<file path="src/hdl/psq_pkg.sv">
// shared types and constants for the pen sample qualifier
`default_nettype none

package psq_pkg;

    // sample status codes
    localparam logic [7:0] ST_PRESSED = 8'h11;
    localparam logic [7:0] ST_HOVER   = 8'h10;

    // configuration register indexes
    typedef enum logic [0:0] {
        CFG_KEEP_EVERY  = 1'b0,
        CFG_HOVER_LIMIT = 1'b1
    } t_cfg_idx;

    localparam int unsigned CFG_DATA_W = 8;

    localparam logic [3:0] KEEP_EVERY_RST  = 4'd2;
    localparam logic [7:0] HOVER_LIMIT_RST = 8'd10;
    localparam logic [3:0] SKIP_MAX        = 4'hf;

    typedef struct packed {
        logic [7:0]  pen_status;
        logic [15:0] raw_x;
        logic [15:0] raw_y;
        logic [15:0] raw_pressure;
    } t_sample;

    typedef struct packed {
        logic [14:0] point_x;
        logic [13:0] point_y;
        logic [7:0]  point_pressure;
    } t_point;

    typedef struct packed {
        logic [3:0]  skip_count;
        logic [14:0] last_x;
        logic [14:0] last_y;
        logic        stroke_open;
        logic [7:0]  hover_count;
    } t_state;

    typedef struct packed {
        logic [3:0] keep_every;
        logic [7:0] hover_limit;
    } t_cfg;

endpackage

`default_nettype wire

</file>
<file path="src/hdl/psq_sample_if.sv">
// request channel carrying one raw digitizer sample
`default_nettype none

interface psq_sample_if;
    logic        valid;
    logic        ready;
    logic [7:0]  pen_status;
    logic [15:0] raw_x;
    logic [15:0] raw_y;
    logic [15:0] raw_pressure;

    modport source (output valid, output pen_status, output raw_x, output raw_y,
                    output raw_pressure, input ready);
    modport sink   (input valid, input pen_status, input raw_x, input raw_y,
                    input raw_pressure, output ready);
endinterface

`default_nettype wire

</file>
<file path="src/hdl/psq_point_if.sv">
// request channel carrying one qualified point record
`default_nettype none

interface psq_point_if;
    logic        valid;
    logic        ready;
    logic [14:0] point_x;
    logic [13:0] point_y;
    logic [7:0]  point_pressure;

    modport source (output valid, output point_x, output point_y,
                    output point_pressure, input ready);
    modport sink   (input valid, input point_x, input point_y,
                    input point_pressure, output ready);
endinterface

`default_nettype wire

</file>
<file path="src/hdl/psq_step.sv">
// next-state and result logic for one qualified sample
`default_nettype none

module psq_step (
    input  var psq_pkg::t_sample i_sample,
    input  var psq_pkg::t_state  i_state,
    input  var psq_pkg::t_cfg    i_cfg,
    output var psq_pkg::t_state  o_state,
    output logic                 o_emit,
    output var psq_pkg::t_point  o_point
);
    import psq_pkg::*;

    logic [14:0] x;
    logic [14:0] y;
    logic [13:0] p;
    logic [7:0]  p_byte;
    logic        repeats;
    logic [7:0]  hover_inc;

    assign x       = i_sample.raw_x[15:1];
    assign y       = i_sample.raw_y[15:1];
    assign p       = i_sample.raw_pressure[15:2];
    assign p_byte  = (p == 14'd0) ? 8'd1 : p[7:0];
    assign repeats = ((i_state.last_x != 15'd0) || (i_state.last_y != 15'd0))
                     && (i_state.last_x == x) && (i_state.last_y == y);
    assign hover_inc = i_state.hover_count + 8'd1;

    always_comb begin
        o_state = i_state;
        o_emit  = 1'b0;
        o_point = '0;
        unique case (i_sample.pen_status)
            ST_PRESSED: begin
                if (i_state.skip_count < i_cfg.keep_every) begin
                    if (i_state.skip_count != SKIP_MAX) begin
                        o_state.skip_count = i_state.skip_count + 4'd1;
                    end
                end else begin
                    o_state.skip_count = '0;
                    if (!repeats) begin
                        o_state.last_x = x;
                        o_state.last_y = y;
                        o_emit         = 1'b1;
                        if (i_state.hover_count != 8'd0) begin
                            // first press after hovering closes the old stroke
                            o_state.hover_count = '0;
                        end else begin
                            o_state.stroke_open    = 1'b1;
                            o_point.point_x        = x;
                            o_point.point_y        = y[13:0];
                            o_point.point_pressure = p_byte;
                        end
                    end
                end
            end
            ST_HOVER: begin
                if (i_state.stroke_open) begin
                    o_state.skip_count  = '0;
                    o_state.hover_count = hover_inc;
                    if (!repeats) begin
                        o_state.last_x = x;
                        o_state.last_y = y;
                        o_emit         = 1'b1;
                        if (hover_inc > i_cfg.hover_limit) begin
                            o_state.hover_count = '0;
                            o_state.stroke_open = 1'b0;
                        end else begin
                            o_point.point_x = x;
                            o_point.point_y = y[13:0];
                        end
                    end
                end
            end
            default: begin
                if (i_state.stroke_open && (i_state.hover_count != 8'd0)) begin
                    o_state.hover_count = '0;
                    o_state.stroke_open = 1'b0;
                    o_emit              = 1'b1;
                end
            end
        endcase
    end

endmodule

`default_nettype wire

</file>
<file path="src/hdl/pen_sample_qualifier_unit.sv">
// top level of the pen sample qualifier
`default_nettype none

// pen sample qualifier: takes one digitizer sample per request and gives
// zero or one point record for it. a sample is registered on acceptance,
// judged against the stroke state by a single pass of compares and shifts,
// and any resulting point lands in the output register. throughput is one
// sample per clock unless the sink holds back points; a sample passes the
// input register and then the output register before its point is offered.
// the two registers together let a new sample be taken while a finished
// point waits for the sink. lift markers come out as all-zero records.
// the user writes keep_every (index 0) and hover_limit (index 1) through
// the plain config port only while idle; the block does not enforce this.
module pen_sample_qualifier_unit (
    input  logic                       i_clk,
    input  logic                       i_rst_n,
    psq_sample_if.sink                 i_sample,
    psq_point_if.source                o_point,
    input  logic                       i_cfg_we,
    input  psq_pkg::t_cfg_idx          i_cfg_idx,
    input  logic [psq_pkg::CFG_DATA_W-1:0] i_cfg_data
);
    import psq_pkg::*;

    // config registers
    t_cfg    r_cfg;

    // input stage
    logic    r_in_valid;
    t_sample r_in;

    // stroke state
    t_state  r_state;
    t_state  n_state;

    // output stage
    logic    r_out_valid;
    t_point  r_out;

    logic    n_emit;
    t_point  n_point;
    logic    advance;
    logic    process;
    logic    in_fire;

    // the held sample moves on whenever the output register is free or drains
    assign advance = !r_out_valid || o_point.ready;
    assign process = r_in_valid && advance;
    assign i_sample.ready = !r_in_valid || advance;
    assign in_fire = i_sample.valid && i_sample.ready;

    psq_step u_step (
        .i_sample (r_in),
        .i_state  (r_state),
        .i_cfg    (r_cfg),
        .o_state  (n_state),
        .o_emit   (n_emit),
        .o_point  (n_point)
    );

    // config writes
    always_ff @(posedge i_clk) begin
        if (!i_rst_n) begin
            r_cfg.keep_every  <= KEEP_EVERY_RST;
            r_cfg.hover_limit <= HOVER_LIMIT_RST;
        end else if (i_cfg_we) begin
            unique case (i_cfg_idx)
                CFG_KEEP_EVERY:  r_cfg.keep_every  <= i_cfg_data[3:0];
                CFG_HOVER_LIMIT: r_cfg.hover_limit <= i_cfg_data[7:0];
                default:         r_cfg             <= r_cfg;
            endcase
        end
    end

    // input register
    always_ff @(posedge i_clk) begin
        if (!i_rst_n) begin
            r_in_valid <= 1'b0;
        end else if (in_fire) begin
            r_in_valid <= 1'b1;
        end else if (process) begin
            r_in_valid <= 1'b0;
        end
    end

    always_ff @(posedge i_clk) begin
        if (in_fire) begin
            r_in.pen_status   <= i_sample.pen_status;
            r_in.raw_x        <= i_sample.raw_x;
            r_in.raw_y        <= i_sample.raw_y;
            r_in.raw_pressure <= i_sample.raw_pressure;
        end
    end

    // stroke state commits once per processed sample
    always_ff @(posedge i_clk) begin
        if (!i_rst_n) begin
            r_state <= '0;
        end else if (process) begin
            r_state <= n_state;
        end
    end

    // output register
    always_ff @(posedge i_clk) begin
        if (!i_rst_n) begin
            r_out_valid <= 1'b0;
        end else if (process && n_emit) begin
            r_out_valid <= 1'b1;
        end else if (o_point.ready) begin
            r_out_valid <= 1'b0;
        end
    end

    always_ff @(posedge i_clk) begin
        if (process && n_emit) begin
            r_out <= n_point;
        end
    end

    assign o_point.valid          = r_out_valid;
    assign o_point.point_x        = r_out.point_x;
    assign o_point.point_y        = r_out.point_y;
    assign o_point.point_pressure = r_out.point_pressure;

    // pending hovers only exist inside an open stroke
    a_hover_in_stroke: assert property (@(posedge i_clk) disable iff (!i_rst_n)
        (r_state.hover_count != 8'd0) |-> r_state.stroke_open)
        else $error("hover count nonzero with stroke closed");

    // a pressed point leaves the stroke open
    a_press_opens: assert property (@(posedge i_clk) disable iff (!i_rst_n)
        (process && n_emit && (n_point.point_pressure != 8'd0)) |=> r_state.stroke_open)
        else $error("pressed point emitted without opening stroke");

    // stroke state holds while the held sample is stalled
    a_stall_holds: assert property (@(posedge i_clk) disable iff (!i_rst_n)
        (r_in_valid && !advance) |=> $stable(r_state))
        else $error("stroke state changed during stall");

endmodule

`default_nettype wire
</file>
<file path="src/flat_wrapper.sv">
// flat-port wrapper written by rule: the top's interface ports become plain ports
module pen_sample_qualifier_unit_flat import psq_pkg::*;
  (i_clk, i_rst_n, i_cfg_we, i_cfg_idx, i_cfg_data, i_sample_valid, i_sample_pen_status, i_sample_raw_x, i_sample_raw_y, i_sample_raw_pressure, i_sample_ready, o_point_valid, o_point_point_x, o_point_point_y, o_point_point_pressure, o_point_ready);
  psq_sample_if i_sample_i ();
  psq_point_if o_point_i ();
  input  logic i_clk;
  input  logic i_rst_n;
  input  logic i_cfg_we;
  input  psq_pkg::t_cfg_idx i_cfg_idx;
  input  logic [psq_pkg::CFG_DATA_W-1:0] i_cfg_data;
  input wire logic [$bits(i_sample_i.valid)-1:0] i_sample_valid;
  input wire logic [$bits(i_sample_i.pen_status)-1:0] i_sample_pen_status;
  input wire logic [$bits(i_sample_i.raw_x)-1:0] i_sample_raw_x;
  input wire logic [$bits(i_sample_i.raw_y)-1:0] i_sample_raw_y;
  input wire logic [$bits(i_sample_i.raw_pressure)-1:0] i_sample_raw_pressure;
  output wire logic [$bits(i_sample_i.ready)-1:0] i_sample_ready;
  output wire logic [$bits(o_point_i.valid)-1:0] o_point_valid;
  output wire logic [$bits(o_point_i.point_x)-1:0] o_point_point_x;
  output wire logic [$bits(o_point_i.point_y)-1:0] o_point_point_y;
  output wire logic [$bits(o_point_i.point_pressure)-1:0] o_point_point_pressure;
  input wire logic [$bits(o_point_i.ready)-1:0] o_point_ready;
  assign i_sample_i.valid = i_sample_valid;
  assign i_sample_i.pen_status = i_sample_pen_status;
  assign i_sample_i.raw_x = i_sample_raw_x;
  assign i_sample_i.raw_y = i_sample_raw_y;
  assign i_sample_i.raw_pressure = i_sample_raw_pressure;
  assign i_sample_ready = i_sample_i.ready;
  assign o_point_valid = o_point_i.valid;
  assign o_point_point_x = o_point_i.point_x;
  assign o_point_point_y = o_point_i.point_y;
  assign o_point_point_pressure = o_point_i.point_pressure;
  assign o_point_i.ready = o_point_ready;
  pen_sample_qualifier_unit u_core (.i_clk(i_clk), .i_rst_n(i_rst_n), .i_sample(i_sample_i), .o_point(o_point_i), .i_cfg_we(i_cfg_we), .i_cfg_idx(i_cfg_idx), .i_cfg_data(i_cfg_data));
endmodule
</file>
<file path="config.mk">
export PLATFORM = sky130hd
export DESIGN_NAME = pen_sample_qualifier_unit_flat
export DESIGN_NICKNAME = d
export VERILOG_FILES = /design/src/hdl/psq_pkg.sv /design/src/hdl/psq_sample_if.sv /design/src/hdl/psq_point_if.sv /design/src/hdl/psq_step.sv /design/src/hdl/pen_sample_qualifier_unit.sv /design/src/flat_wrapper.sv
export SDC_FILE = /design/constraint.sdc
export NUM_CORES = 1
export LEC_CHECK = 0
export BUFFER_PORTS_ARGS = -buffer_cell sky130_fd_sc_hd__buf_2
export CAP_MARGIN = 20
export CORE_UTILIZATION = 30
export DETAILED_ROUTE_END_ITERATION = 10
export PLACE_DENSITY = 0.53
export SKIP_CTS_REPAIR_TIMING = 1
export SLEW_MARGIN = 0
export SYNTH_ARGS = -nofsm -noshare
export SYNTH_HDL_FRONTEND = slang
export SYNTH_SLANG_ARGS = --single-unit
</file>
<file path="constraint.sdc">
create_clock -name i_clk -period 3.78 [get_ports i_clk]
set_clock_uncertainty 0.1 [all_clocks]
set_input_delay 0 -clock i_clk [delete_from_list [all_inputs] [get_ports i_clk]]
set_output_delay 0 -clock i_clk [all_outputs]
set_load 0.01 [all_outputs]
</file>
# After elaboration in Yosys (flattened, before gate mapping)

Index checks and enable logic that the tools add are counted.

Input bits: 70
Flip-flop bits (word level): 150

Add/subtract/negate cells: 2
Equal/unequal tests: 12
Bitwise operators: 2
Reduce and logical (&&, ||, !) cells: 27
Mux-type cells: 29
$lt $le $gt $ge: 2

Operator list:

| cell                                                                  | count |
|---|---|
| 39-bit two-way mux                                                    | 3 |
| 37-bit two-way mux                                                    | 3 |
| 29-bit two-way mux                                                    | 3 |
| 34-bit case mux with 2 select lines                                   | 1 |
| 29-bit case mux with 2 select lines                                   | 1 |
| 43-bit two-way mux                                                    | 1 |
| 15-bit equality test                                                  | 2 |
| 15-bit nonzero test                                                   | 2 |
| 9-bit two-way mux                                                     | 2 |
| 9-bit case mux with 2 select lines                                    | 1 |
| 8-bit by 5-bit equality test with 1-bit output, second input constant | 2 |
| 8-bit two-way mux                                                     | 2 |
| 14-bit logical NOT                                                    | 1 |
| 6-bit AND reduction                                                   | 2 |
| 2-bit != test, second input constant                                  | 5 |
| 1-bit two-way mux                                                     | 9 |
| 8-bit by 1-bit adder with 8-bit output, second input constant         | 1 |
| 8-bit > comparator                                                    | 1 |
| 4-bit two-way mux                                                     | 2 |
| 8-bit nonzero test                                                    | 1 |
| 1-bit logical AND                                                     | 6 |
| 2-bit nonzero test                                                    | 3 |
| 5-bit AND reduction                                                   | 1 |
| 5-bit OR reduction                                                    | 1 |
| 13 further kinds                                                      | 18 |

# Longest topological paths before layout

Gate-level depths: netlist of the first run.

Word-level depth: 9
Gate-level depth with buffers: 14

# By module

A second synthesis of the first run with hierarchy kept.

Cells, all modules: 594
Area total of the unflattened synthesis: 6960.4 um^2

Modules (own cells, without submodules):

| module                    | times used | area an instance (um^2) | cells each | sequential area each (um^2) |
|---|---|---|---|---|
| pen_sample_qualifier_unit | 1          | 5049.8                  | 342        | 3933.8 |
| psq_step                  | 1          | 1910.6                  | 252        | 0.0 |

# Worst setup path before layout of the first run

OpenSTA, ideal clock, no wires.

Kind: register to register
From: register u_core.r_in[53] (netlist name)
To: register u_core.r_out (netlist bit u_core.o_point.point_pressure[0]), enable pin
Setup slack: 0.299 ns
Setup time: 0.431 ns
Cell stages (with the launch flop): 6
Clock period less this slack: 3.481 ns
Buffers on the path: 0
Arrival time: 2.950 ns
Cells stage by stage: edfxtp_1 or4b_4 nor3_2 a22o_2 a22oi_1 nor2_1

Word-level cells in the longest chain between the ends: 3
Elaborated cells between the ends (all ways): 4
Those cells by class: eq/ne (2); mux (1); reduce/logical (1)

Ends and longest elaborated chain:

| element                                        | RTL line                         | source |
|---|---|---|
| start, declared                                | pen_sample_qualifier_unit.sv:30  | `t_sample r_in;` |
| 8-bit by 5-bit equality test with 1-bit output | psq_step.sv:33                   | `unique case (i_sample.pen_status)` |
| 1-bit case mux with 2 select lines (*)         | psq_step.sv:33                   |  |
| 1-bit logical AND (*)                          | pen_sample_qualifier_unit.sv:116 | `if (process && n_emit) begin` |
| end signal, assigned                           | pen_sample_qualifier_unit.sv:117 | `r_out <= n_point;` |
| end, declared                                  | pen_sample_qualifier_unit.sv:38  | `t_point r_out;` |

Mark *: on every way between the ends. The rest lies on a longest branch, timed or not.
A chain may end at the register's enable or synchronous reset.

==> metrics, run 1 <==
#FFs+latches synth=146; CTS H-tree lvls=4; Vias/cell=4.59; syn_nets=593; DR WL/cell=14.6 µm; CP Capture Type=register; RePlAce Congestion=0.820; CTS tree=yes; total power=3550 µW; initial drt markers=178; number of global-route vias before repair=4283; final worst path period need=3.26 ns; Max Root-Sink Buffers=2; Slew Viols, Final=0; Cell variety after synth=49; DRT Pass-1 Iters=4; Layout Utilization=40.8%; first-pass GRT wire length=21800 µm; area grow syn2layout=32.1%; final setup violation count=0; Yosys top cell area share=42.4%; CTS root buf=clkbuf_16; total gr overflow=0; Slew @ Worst Pin=0.886 ns; post-DP HPWL=9590 µm; final period utilization=86.4%; share of layout cells above drive strength 1=22.3%; Slew headroom=40.9%; Total Nets Final=769; Max-Cap Viols=0; Syn Inst Count=509; met3 Use GR=3.76%; Final Hold Fails=0; flop-to-flop setup slack=0.52 ns; top_reg_cell synth=edfxtp_1; CTS Buf Count=17; fmax=306 MHz; port bufs=104; CTS Sinks=146; largest net degree at the start of global routing=52; asr flop ratio synth=0%; grt met2 use=21.4%; crit path DAT=3.33 ns; Worst Setup Start Kind=register; status=complete, no violations; Tot GR Track Use=13.2%; sequential area share after synthesis=60.5%; Worst-path clk slew=0.06 ns; synth top area cells=edfxtp_1 (42%), dfxtp_1 (18%), mux2i_1 (5.1%), xor2_1 (4.7%), nor2b_1 (4.0%); crit path max fanout=11; final setup TNS=0 ns; ANT cells=0; Core Area=0.0204 mm²; gr busiest metal=met2; initial core utilization=30.9%; Die Span Y=147 µm; commonest cells in the synthesized netlist=edfxtp_1 (89), dfxtp_1 (57), nand2_1 (42), nor2b_1 (40), xor2_1 (34); Pwr Density=427 mW/mm²; Synth Warn #=0; Placed Area=0.00706 mm²; Worst-Skew Late Latency=0.42 ns; vias=4443; Yosys top cell by area=edfxtp_1; most numerous cell in the Yosys netlist=edfxtp_1; worst vdd ir=0.232 mV; critical path required time=3.85 ns; Cell Area, Synth=0.00630 mm²; Synth Area per Inst=12.4 µm²; initial antenna violation count=0; number of synthesized flops with an enable pin=89; final instance area=0.00833 mm²; M1 GR Usage=16.5%; Leak=0.00306 µW; DRC Markers=0; Hold Slack=0.0337 ns; post-route ant nets=0; kind of critical path=reg -> reg; Horiz. Die Dim=147 µm; I/O pin count=109; Hold Crit Class=in -> reg; final wirelength=14100 µm; die area=0.0216 mm²; RSZ-0062 raised after global routing=false; Row Count=52
[logic make-up (layout without fill, tap and decap cells)]
kind of cell | after synthesis | count (layout) | share of synthesized area [%]
adders and majority gates | 14 | 14 | 2.78
muxes | 32 | 32 | 5.08
buffers and inverters | 39 | 228 | 3.49
and+or+nand+nor | 197 | 197 | 18.3
xor gates and xnor gates | 36 | 36 | 5.00
DFF | 146 | 146 | 60.5
AOI/OAI and AO/OA | 45 | 45 | 4.82
[power by group]
group	switching [µW]	internal, µW	total [µW]
Combinational	74.5	100	175
Clock	704	924	1630
Sequential	27.2	1720	1750
Total	805	2750	3550
[critical path, stage by stage (launching register included)]
cell	delay, ns
dfxtp_1	0.42
nand3_1	0.16
inv_1	0.11
nand3_1	0.18
nor2_1	0.20
xor2_1	0.11
ha_1	0.32
nand2_1	0.05
o21ai_0	0.23
mux2i_1	0.11
a21oi_1	0.33
o2bb2ai_1	0.14
and3_1	0.34
and2_1	0.23
[flip-flops by register name (all words and copies together), names as in the netlist]
register,cells
u_core.r_state,43
u_core.o_point.valid,1
u_core.r_cfg,12
u_core.r_in_valid,1
u_core.o_point.point_x,15
u_core.o_point.point_pressure,8
u_core.r_in,52
u_core.o_point.point_y,14
[routing by layer]
metal,up-vias,wire length [µm]
li1,2182,-
met1,2125,6580
met2,120,6700
met3,16,645
met4,0,212
met5,-,0
[layout make-up]
type | count | area (µm²)
Fill cell | 1984 | 12100
Inverter | 18 | 67.6
Clock buffer | 17 | 425
Timing Repair Buffer | 178 | 1260
Clock inverter | 15 | 148
Multi-Input combinational cell | 324 | 2280
Tap cell | 270 | 338
Sequential cell | 146 | 3810
[worst paths after layout]
path	startpoint	to	cells after the start
max	u_core.r_state[0]	u_core.o_point.point_x[14]	13
min	i_rst_n	u_core.r_cfg[3]	3
max reg2reg	u_core.r_state[0]	u_core.o_point.point_x[14]	13
min reg2reg	u_core.r_cfg[2]	u_core.r_cfg[2]	2
[layout by cell type (no fill, tap or decap), drive strengths merged, types with 2 or more instances in the layout]
cell and count:
a21oi 10, o22ai 2, o21ai 8, nand3 9
clkinv 4, and2 20, inv 25, o211ai 4
nand4 11, nand2b 5, and3 3, buf 111
clkbuf 17, nor2 20, nor2b 41, a31oi 3
edfxtp 89, dfxtp 57, or3 3, xnor2 2
dlygate4sd3 67, nor3 4, ha 14, nor4 18
nand2 42, mux2i 32, o21a 3, and4 18
a21boi 7, xor2 34, clkinvlp 3
[metrics by stage]
stage | instances | setup WS, ns
6_report | 968 | 0.515
5_1_grt | 968 | 0.213
4_1_cts | 900 | 0.485
3_5_place_dp | 868 | 0.529
3_3_place_gp | 868 | 0.646
2_1_floorplan | 509 | 0.299
Power figures use the tool's default switching activity.
==> inputs of run 2 (changes only) <==
--- a/config.mk
+++ b/config.mk
@@ -14,4 +14,5 @@
 export SLEW_MARGIN = 0
 export SYNTH_ARGS = -nofsm -noshare
 export SYNTH_HDL_FRONTEND = slang
+export SYNTH_HIERARCHICAL = 1
 export SYNTH_SLANG_ARGS = --single-unit
==> run 2 against run 1 <==
  * Largest power group is now clock
  * Critical endpoint is now u_core/o_point.point_x[4]
  * Setup slack improved by 0.13 ns
  * Largest cell class unchanged
  * Via count rose by 8.8%
  * Wire length rose by 8.9%
  * Design area rose by 7.7%
  * Sequential power barely moved
==> metrics, run 2 <==
Syn Inst Count=590 (was 509); critical path required time=3.74 ns (was 3.85 ns); most common cell after layout, fill and taps aside=nand2_1 (was buf_2); Hold Path Depth=2 (was 3); final worst path period need=3.14 ns (was 3.26 ns); Pwr Density=425 mW/mm² (was 427 mW/mm²); number of global-route vias before repair=4569 (was 4283); Vias/cell=4.58 (was 4.59); post-DP HPWL=10200 µm (was 9590 µm); Total Nets Final=847 (was 769); RePlAce Congestion=0.747 (was 0.820); CTS Buf Count=17 (unchanged); final wirelength=15400 µm (was 14100 µm); status=complete, no violations (unchanged); Hold Slack=0.0791 ns (was 0.0337 ns); area grow syn2layout=31.1% (was 32.1%); largest net degree at the start of global routing=60 (was 52); total power=3810 µW (was 3550 µW); Hold Path Origin=i_rst_n (unchanged); final period utilization=83.0% (was 86.4%); total gr overflow=0 (unchanged); Worst-Skew Late Latency=0.42 ns (about the same); final setup violation count=0 (unchanged); max reg flops=52 (unchanged); Hold Crit Class=in -> reg (unchanged); final setup TNS=0 ns (unchanged); syn_nets=674 (was 593); DR WL/cell=14.6 µm (about the same); kind of critical path=reg -> reg (unchanged); Horiz. Die Dim=153 µm (was 147 µm); die area=0.0234 mm² (was 0.0216 mm²); number of fillers in the final layout=2134 (was 1984); crit path DAT=3.10 ns (was 3.33 ns); ANT cells=0 (unchanged); RSZ-0062 raised after global routing=false (unchanged); worst slack, placed=0.615 ns (was 0.529 ns); Cell Area, Synth=0.00684 mm² (was 0.00630 mm²); most flop-heavy register=u_core/r_in (was u_core.r_in); CP Capture Type=register (unchanged); CTS Sinks=146 (unchanged); r2r worst-path depth=8 (was 13); CTS H-tree lvls=4 (unchanged); DRC Markers=0 (unchanged); Hold EP=u_core/r_cfg[9] (was u_core.r_cfg[3]); initial core utilization=31.0% (was 30.9%); Final Hold Fails=0 (unchanged); port bufs=104 (unchanged); DRT Pass-1 Iters=6 (was 4); Slew Viols, Final=0 (unchanged); FF-to-FF Start=u_core/r_state[18] (was u_core.r_state[0]); CTS tree=yes (unchanged); Synth Area per Inst=11.6 µm² (was 12.4 µm²); Tot GR Track Use=13.3% (was 13.2%); fmax=319 MHz (was 306 MHz); crit path max fanout=30 (was 11); crit-path max cell delay=0.49 ns (was 0.42 ns); Reg-to-Reg End=u_core/o_point.point_x[4] (was u_core.o_point.point_x[14]); Max Root-Sink Buffers=2 (unchanged); Slew headroom=34.6% (was 40.9%); Slew @ Worst Pin=0.982 ns (was 0.886 ns); Worst-path clk slew=0.06 ns (about the same); first-pass GRT wire length=24100 µm (was 21800 µm); Worst Setup Start Kind=register (unchanged); Max-Cap Viols=0 (unchanged); worst vdd ir=0.223 mV (was 0.232 mV); final setup margin=0.643 ns (was 0.515 ns); share of layout cells above drive strength 1=20.5% (was 22.3%); Crit-path slowest cell=o211ai_2 (was dfxtp_1); initial antenna violation count=0 (unchanged); most frequent cells in the layout=nand2_1 (120), buf_2 (104), edfxtp_1 (89) (was buf_2 (104), edfxtp_1 (89), dlygate4sd3_1 (67)); CTS root buf=clkbuf_16 (unchanged); I/O pin count=109 (unchanged); initial drt markers=180 (was 178); Die Span Y=153 µm (was 147 µm); Row Count=54 (was 52); cells along the critical path=nor4_1 > nand4_1 > o211ai_2 > o211a_4 > o21bai_1 > nand2_1 > nor2_4 > buf_4 (was nand3_1 > inv_1 > nand3_1 > nor2_1 > xor2_1 > ha_1 > nand2_1 > o21ai_0 > mux2i_1 > a21oi_1 > o2bb2ai_1 > and3_1 > and2_1); flop-to-flop setup slack=0.64 ns (was 0.52 ns); vias=4836 (was 4443); Leak=0.00334 µW (was 0.00306 µW); Core Area=0.0221 mm² (was 0.0204 mm²); Synth Warn #=6 (was 0); post-route ant nets=0 (unchanged)
==> run 2: worst max-delay path, delay by kind of cell (launching register included) <==
| family | cells | cell delay (ns) |
|---|---|---|
| buffers and inverters | 1 | 0.46 |
| AND/OR/NAND/NOR | 4 | 0.97 |
| AO/OA/AOI/OAI | 3 | 0.87 |
| flip-flops | 1 | 0.33 |
==> run 2: worst max-delay path by stage <==
| stage | startpoint | endpoint | cells after the start |
|---|---|---|---|
| floorplan | u_core/r_in[53] | u_core/o_point.point_pressure[0] | 8 |
| global placement | u_core/r_state[18] | u_core/o_point.point_y[2] | 8 |
| detailed placement | u_core/r_state[18] | u_core/o_point.point_x[5] | 8 |
| CTS | u_core/r_state[18] | u_core/o_point.point_x[4] | 8 |
| global route | u_core/r_state[18] | u_core/o_point.point_x[4] | 8 |
| finish | u_core/r_state[18] | u_core/o_point.point_x[4] | 8 |
==> run 2: layer usage <==
metal  global-route usage (%)  vias to the layer above  share of wire [%]
met2                     22.5                       91                 49
met3                     4.11                       13                3.5
li1                         -                     2442                  -
met5                        0                        -                  0
met4                     4.23                        0                1.1
met1                     16.1                     2290                 46
==> run 2: where the power goes <==
group	leakage, µW	total (µW)	internal, µW	switching, µW
clock network	0.000325	1810	1160	654
logic	0.00179	218	122	96.1
registers	0.00123	1780	1740	39.3
==> run 2: cell type report <==
type                            count  area, µm²  share of cell area (%)
Tap cell                          280        350                    3.91
Multi-Input combinational cell    395       2800                    31.2
Sequential cell                   146       3810                    42.5
Timing Repair Buffer              181       1270                    14.1
Clock inverter                      5       53.8                   0.600
Clock buffer                       27        599                    6.68
Inverter                           22       82.6                   0.921
==> run 2: per-stage QoR <==
stage | area (µm²) | utilization (%) | instances
CTS | 8290 | 37.5 | 988
finish | 8970 | 40.6 | 1056
global route | 8970 | 40.6 | 1056
floorplan | 6840 | - | 590
detailed placement | 7630 | 34.6 | 956
global placement | 7630 | 34.6 | 956
